$ cat src/tde_pkg.sv
// tde_pkg: shared constants and types of the trigram distinct extractor
// used by the channel interfaces and every module of the block except tde_ram
package tde_pkg;

   // slot table and hash
   localparam int TABLE_SLOTS_DEF = 8192;
   localparam logic [31:0] GOLDEN_MUL = 32'h9E37_79B9;
   localparam int HASH_W = 16;          // widest slot index the table may need
   localparam int KEY_W = 24;
   localparam int BYTE_W = 8;

   // per-record counter and cap register
   localparam int CNT_W = 13;
   localparam logic [CNT_W-1:0] CAP_RESET = 13'd4096;

   // record generation tag stored with each slot; zero marks a free slot
   localparam int EPOCH_W = 8;

   // queue between front and back
   localparam int QUEUE_DEPTH = 2;

   // classified item handed from front to back
   typedef struct packed {
      logic              window_ok;
      logic              first;
      logic              last;
      logic [KEY_W-1:0]  key;
      logic [HASH_W-1:0] hash;
   } tde_item_type;

   // one result item
   typedef struct packed {
      logic              tri_valid;
      logic [BYTE_W-1:0] tri_first;
      logic [BYTE_W-1:0] tri_second;
      logic [BYTE_W-1:0] tri_third;
      logic              record_end;
      logic [CNT_W-1:0]  distinct_count;
   } tde_result_type;

endpackage

$ cat src/tde_queue.sv
// tde_queue: short fifo of classified items between front and back
// depends on tde_pkg
module tde_queue import tde_pkg::*; (
   input  logic         clock,
   input  logic         reset,
   input  logic         push_valid,
   input  tde_item_type push_item,
   output logic         push_ready,
   output logic         pop_valid,
   output tde_item_type pop_item,
   input  logic         pop_ready
);

   localparam int PTR_W = $clog2(QUEUE_DEPTH);
   localparam int FILL_W = $clog2(QUEUE_DEPTH + 1);
   localparam logic [PTR_W-1:0] PTR_LAST = PTR_W'(QUEUE_DEPTH - 1);
   localparam logic [FILL_W-1:0] FILL_FULL = FILL_W'(QUEUE_DEPTH);

   tde_item_type      entries_ff [QUEUE_DEPTH];
   logic [PTR_W-1:0]  wr_ptr_ff, wr_ptr_in;
   logic [PTR_W-1:0]  rd_ptr_ff, rd_ptr_in;
   logic [FILL_W-1:0] fill_ff, fill_in;
   logic              do_push, do_pop;

   assign push_ready = (fill_ff != FILL_FULL);
   assign pop_valid  = (fill_ff != '0);
   assign pop_item   = entries_ff[rd_ptr_ff];
   assign do_push    = push_valid && push_ready;
   assign do_pop     = pop_valid && pop_ready;

   // pointer and fill bookkeeping
   always_comb begin
      wr_ptr_in = wr_ptr_ff;
      rd_ptr_in = rd_ptr_ff;
      fill_in   = fill_ff;
      if (do_push) begin
         wr_ptr_in = (wr_ptr_ff == PTR_LAST) ? '0 : wr_ptr_ff + PTR_W'(1);
      end
      if (do_pop) begin
         rd_ptr_in = (rd_ptr_ff == PTR_LAST) ? '0 : rd_ptr_ff + PTR_W'(1);
      end
      if (do_push && !do_pop) begin
         fill_in = fill_ff + FILL_W'(1);
      end else if (do_pop && !do_push) begin
         fill_in = fill_ff - FILL_W'(1);
      end
   end

   always_ff @(posedge clock) begin
      if (reset) begin
         wr_ptr_ff <= '0;
         rd_ptr_ff <= '0;
         fill_ff   <= '0;
      end else begin
         wr_ptr_ff <= wr_ptr_in;
         rd_ptr_ff <= rd_ptr_in;
         fill_ff   <= fill_in;
      end
   end

   // entry storage
   always_ff @(posedge clock) begin
      if (do_push) begin
         entries_ff[wr_ptr_ff] <= push_item;
      end
   end

endmodule

$ cat config.mk
export PLATFORM = sky130hd
export DESIGN_NAME = tde_queue
export DESIGN_NICKNAME = d
export VERILOG_FILES = /design/src/tde_pkg.sv /design/src/tde_queue.sv
export SDC_FILE = /design/constraint.sdc
export NUM_CORES = 1
export LEC_CHECK = 0
export BUFFER_PORTS_ARGS = -buffer_cell sky130_fd_sc_hd__buf_2
export CORE_AREA = 5 5 112 114
export CTS_BUF_LIST = sky130_fd_sc_hd__clkbuf_16
export CTS_CLUSTER_DIAMETER = 100
export DETAILED_ROUTE_END_ITERATION = 10
export DIE_AREA = 0 0 117 119
export PLACE_DENSITY = 0.61
export SYNTH_ARGS = -nofsm -noshare
export SYNTH_HDL_FRONTEND = slang
export SYNTH_SLANG_ARGS = --single-unit
export TNS_END_PERCENT = 50
$ cat constraint.sdc
create_clock -name clock -period 5 [get_ports clock]
set_input_delay 0.75 -clock clock [delete_from_list [all_inputs] [get_ports clock]]
set_output_delay 0.75 -clock clock [all_outputs]
set_load 0.01 [all_outputs]
==> results.cfg, run 1 <==
[route]
route.detailed.drc = 0
via_per_inst = 4.25
avgRoutedWirePerCell_um = 14.7
drt-pass1-iter-count = 4
wirelength_mm = 5.90
vias = 1709
drt_iter0_drc = 51
postRouteAntennaNets = 0

[layout]
layout_commonest_cell = buf_2
n_antenna_cell = 0
syn_to_final_growth_pct = 27.3
drive_gt1_frac = 0.591
fillCellCount = 1092
nNetsFinal = 303
finalNonFillerCells = 402
mostFrequentLayoutCells = buf_2, edfxtp_1, mux2_2

[min_path]
hold_depth = 2
hold_start = rd_ptr_ff
hold_path_end = rd_ptr_ff
hold_class = reg -> reg

[sta]
final.setup.tns_ns = 0
slew_headroom = 0.287
tightest_slew_ns = 1.07
finalCritPeriodShare = 0.539
min_period_ns = 2.69
max_freq_mhz = 371
setup_ws_ns = 2.31
clock_skew_ns = 0.00484
drv_slew = 0
finalSetupViolCount = 0
rsz0062_at_grt = no
finalHoldViolations = 0

[cts]
clkSlewWorstSetupHoldPaths_ns = 0.06
cts_tree = built
clkLatencyLatePin_ns = 0.33
htreeDepth = 3
cts_resized = 0
ctsHoldBuffers = 0
root_buffer = clkbuf_16
clock_sinks = 91
cts_made_buffers = 9
cts_setup_buffers = 0
cts_buffer_depth = 2

[setup_path]
cp_data_required_time_ns = 4.25
worstPathArrival_ns = 1.94
rrSetupSlack_ns = 3.06
cp-end-kind = output port
worstSetupPathType = reg -> out
r2r_start = fill_ff[0]
r2r_cells = 2
worstSetupStartpointType = register
r2r_end = entries_ff[1][40]
crit_fanout = 43

[synth]
yosysWarnings = 0
synth-compound-area-share = 0.00903
ys_types = 18
ys_seq_elements = 91
seq_area_frac_synth = 0.807
synth_top_family_by_area = multiplexers
synth_fa_ha_area_frac = 0.00376
yosys-mux-area-fraction = 0.146
synthXorXnorAreaFrac = 0.00790
synth-simple-area-share = 0.0151
avgSynthCellArea_um2 = 21.0
synth_cells = 158
synth_nets = 206
synth_area_um2 = 3320

[die]
die_y_um = 119
io_pins = 92
initial_core_util = 0.294
core_um2 = 11300
rows = 39
die-area_um2 = 13900
fp.dieW_um = 117

[global_route]
grtUsageTotal = 0.0865
grt-ovfl-total = 0
grt_pass1_vias = 1889
grt_max_degree = 44
grt_pass1_wl_mm = 9.11
grt_antenna_before_repair = 0

[power]
power_mw = 2.17
leakage_nw = 1.57
powerDensity_nw_per_um2 = 512
irDropWorstVdd_v = 0.000221

[placed_design]
pre_cts_slack_ns = 2.61
globalplace.congestion = 0.650
io_buffer_count = 91
dp_hpwl_mm = 3.78
dp_cells = 387

[job]
cap_violations = 0

[status]
status = finished, final reports clean
report_power, final:
part	total, mW	switching (mW)	internal [mW]
clock network	0.692	0.261	0.431
logic	0.444	0.215	0.230
registers	1.03	0.0734	0.956
state kept, by name, indices dropped and copies added, names as in the netlist, named ones only:
register / flops
fill_ff: 2
wr_ptr_ff: 1
entries_ff: 86
rd_ptr_ff: 1
layer usage:
metal  GRT usage  part of all wire
met4      0.0602             0.027
met3      0.0198             0.056
met1      0.0957              0.40
met2       0.145              0.51
met5           0                 0
synthesized netlist by cell type:
cell       n  area share
ha_1       1      0.0038
a21bo_2    1      0.0030
mux2_2    43        0.15
inv_1      1      0.0011
a21oi_1    2      0.0030
nand2b_1   1      0.0019
xor2_1     3      0.0079
buf_4      4      0.0090
nand3b_1   1      0.0023
nor2_1     3      0.0034
edfxtp_1  86        0.78
or2_2      1      0.0019
and2_1     1      0.0019
and3_1     1      0.0019
dfxtp_1    5       0.030
buf_2      1      0.0015
o21ai_0    2      0.0030
or3_1      1      0.0019
critical path, stage by stage (launching register included):
cell and delay [ns]:
dfxtp_2 0.99, mux2_2 0.43, buf_2 0.14
area by class of cell:
class,count,area (µm²),share of cell area
multi-input cells,61,604,0.143
repair buffers,91,455,0.108
clock inverters,6,81.3,0.0192
flip-flops and latches,91,2680,0.634
inverters,1,3.75,0.000887
clock buffers,9,225,0.0532
well taps,143,179,0.0423
how the worst max path moves through the flow:
stage	start	endpoint	slack, ns
6_report	register	pop_item[9]	2.31
5_1_grt	register	pop_item[31]	2.16
4_1_cts	register	pop_item[25]	2.23
3_5_place_dp	register	pop_item[25]	2.61
3_3_place_gp	register	pop_item[33]	2.57
2_1_floorplan	push_valid	entries_ff[1][0]	2.76
logic make-up after synthesis:
| group | Yosys count |
|---|---|
| buffers and inverters | 6 |
| multiplexers | 43 |
| AND/OR/NAND/NOR | 9 |
| adder cells (fa/ha/maj) | 1 |
| XOR/XNOR | 3 |
| AO/OA/AOI/OAI | 5 |
| flip-flops | 91 |
metrics by stage:
step | area, µm² | hold WS (ns) | utilization
2_1_floorplan | 3320 | 0.471 | -
3_3_place_gp | 3930 | 0.489 | 0.347
3_5_place_dp | 3930 | 0.507 | 0.347
4_1_cts | 4230 | 0.520 | 0.374
5_1_grt | 4230 | 0.548 | 0.374
6_report | 4230 | 0.516 | 0.374
(Power assumes the default switching activity.)
==> run 2: changes to the inputs <==
Settings changed: ABC_AREA set to 1, CORE_AREA 5 5 112 114 to 5 5 115 117, DIE_AREA 0 0 117 119 to 0 0 120 122, PLACE_DENSITY 0.61 to 0.63.
Clock period 5 ns to 2.3 ns, I/O delays scaled along.
==> results.cfg, run 2 <==
[sta]
drv_slew = 0
slew_headroom = 0.652
finalHoldViolations = 0
min_period_ns = 2.00
rsz0062_at_grt = no
tightest_slew_ns = 0.522
finalCritPeriodShare = 0.868
max_freq_mhz = 501
clock_skew_ns = 0.00598
finalSetupViolCount = 0

[min_path]
hold_class = in -> reg
hold_start = push_item[39]

[synth]
synthFlopType = edfxtp_1
yosysTopAreaCell = edfxtp_1
synth_nets = 219
avgSynthCellArea_um2 = 20.7
yosysWarnings = 0
seq_area_frac_synth = 0.756
synth_area_leaders = edfxtp_1, mux2_4, dfxtp_1
synth_edf_count = 86
synth_top_area_frac = 0.728
synth_cells = 171
synthArstFlopShare = 0
ys_top_cells_by_count = edfxtp_1, mux2_4, nand2_1
ys_seq_elements = 91
synth_area_um2 = 3550
synth.most_common_cell = edfxtp_1
ys_types = 14

[setup_path]
worstSetupPathType = reg -> out
crit_fanout = 27
cp_data_required_time_ns = 1.96
worstSetupStartpointType = register
r2r_start = fill_ff[0]
worstPathArrival_ns = 1.65
cp-end-kind = output port

[global_route]
grt_pass1_wl_mm = 9.68
grt_pass1_vias = 1913
grt_antenna_before_repair = 0
grtUsageTotal = 0.0900
grt-ovfl-total = 0
grt_max_degree = 28

[cts]
clkLatencyLatePin_ns = 0.34
clock_sinks = 91
root_buffer = clkbuf_16
cts_setup_buffers = 0
htreeDepth = 3
cts_made_buffers = 9
cts_tree = built
cts_resized = 0
cts_buffer_depth = 2
clkSlewWorstSetupHoldPaths_ns = 0.06
ctsHoldBuffers = 0

[power]
power_mw = 5.01
leakage_nw = 1.79
irDropWorstVdd_v = 0.000470
powerDensity_nw_per_um2 = 1110

[job]
cap_violations = 0

[route]
via_per_inst = 4.14
drt-pass1-iter-count = 4
avgRoutedWirePerCell_um = 14.8
route.detailed.drc = 0
wirelength_mm = 6.33
drt_iter0_drc = 69
postRouteAntennaNets = 0
vias = 1777

[layout]
drive_gt1_frac = 0.563
final_util = 0.366
regMostFlops = entries_ff
top_regs = entries_ff x86, fill_ff x2
largest_reg_flops = 86
n_antenna_cell = 0
mostFrequentLayoutCells = buf_2, edfxtp_1, mux2_4
syn_to_final_growth_pct = 26.7
nNetsFinal = 322
layout_commonest_cell = buf_2

[placed_design]
globalplace.congestion = 0.694
io_buffer_count = 91
dp_hpwl_mm = 4.33

[die]
die_y_um = 122
die-area_um2 = 14600
rows = 41
io_pins = 92
core_um2 = 12300
initial_core_util = 0.289
fp.dieW_um = 120

[status]
status = finished, final reports clean
run 2: changes by cell type after synthesis, moves of 2 or more:
cell / previous run / this run
mux2_2: 43 / 3
nor2_1: 3 / 7
inv_1: 1 / 8
nand3_1: 0 / 2
buf_4: 4 / 0
xor2_1: 3 / 0
buf_12: 0 / 4
mux2_4: 0 / 40
nand2_1: 0 / 9
run 2: through the flow:
stage	cells	hold slack (ns)	setup slack (ns)	cell area [µm²]	TNS, ns
2_1_floorplan	171	0.444	-0.563	3550	-48.42
3_3_place_gp	413	0.480	0.652	4160	0
3_5_place_dp	413	0.493	0.631	4160	0
4_1_cts	429	0.167	0.245	4490	0
5_1_grt	429	0.175	0.216	4490	0
6_report	429	0.195	0.303	4490	0
run 2: report_power, final:
part	total [mW]	internal (mW)	switching, mW
Sequential	2.16	2.10	0.0640
Combinational	1.23	0.595	0.635
Clock	1.62	1.05	0.568
run 2: layer usage:
metal  GRT usage  share of wire  up-vias
li1            -              -      857
met1      0.0931           0.40      855
met2       0.151           0.50       53
met3      0.0362          0.070       12
met4      0.0601          0.029        0
met5           0              0        -
run 2: logic make-up (layout without fill, tap and decap cells):
family / count (synthesis) / count (layout) / synth area share
simple gates: 19 / 19 / 0.0215
compound gates: 4 / 4 / 0.00564
fa+ha+maj: 1 / 1 / 0.00353
buf+inv: 13 / 121 / 0.0342
mux: 43 / 43 / 0.179
flops: 91 / 91 / 0.756
run 2: worst paths after layout:
kind / end / slack (ns) / cells past startpoint
worst max-delay path: pop_item[23] / 0.30 / 3
worst min-delay path: entries_ff[0][39] / 0.19 / 1
worst max register to register: fill_ff[1] / 0.66 / 10
worst min register to register: rd_ptr_ff / 0.50 / 2
run 2: final cells by class:
cell class                      count  area (µm²)
Sequential cell                    91        2680
Clock buffer                        9         225
Timing Repair Buffer               97         500
Clock inverter                      7         108
Fill cell                        1177        7770
Multi-Input combinational cell     67         758
Tap cell                          150         188
Inverter                            8        30.0
run 2: worst max-delay path: stages (launching register included):
cell and delay [ns]:
dfxtp_2 0.32, buf_4 0.44, mux2_2 0.39, buf_2 0.14
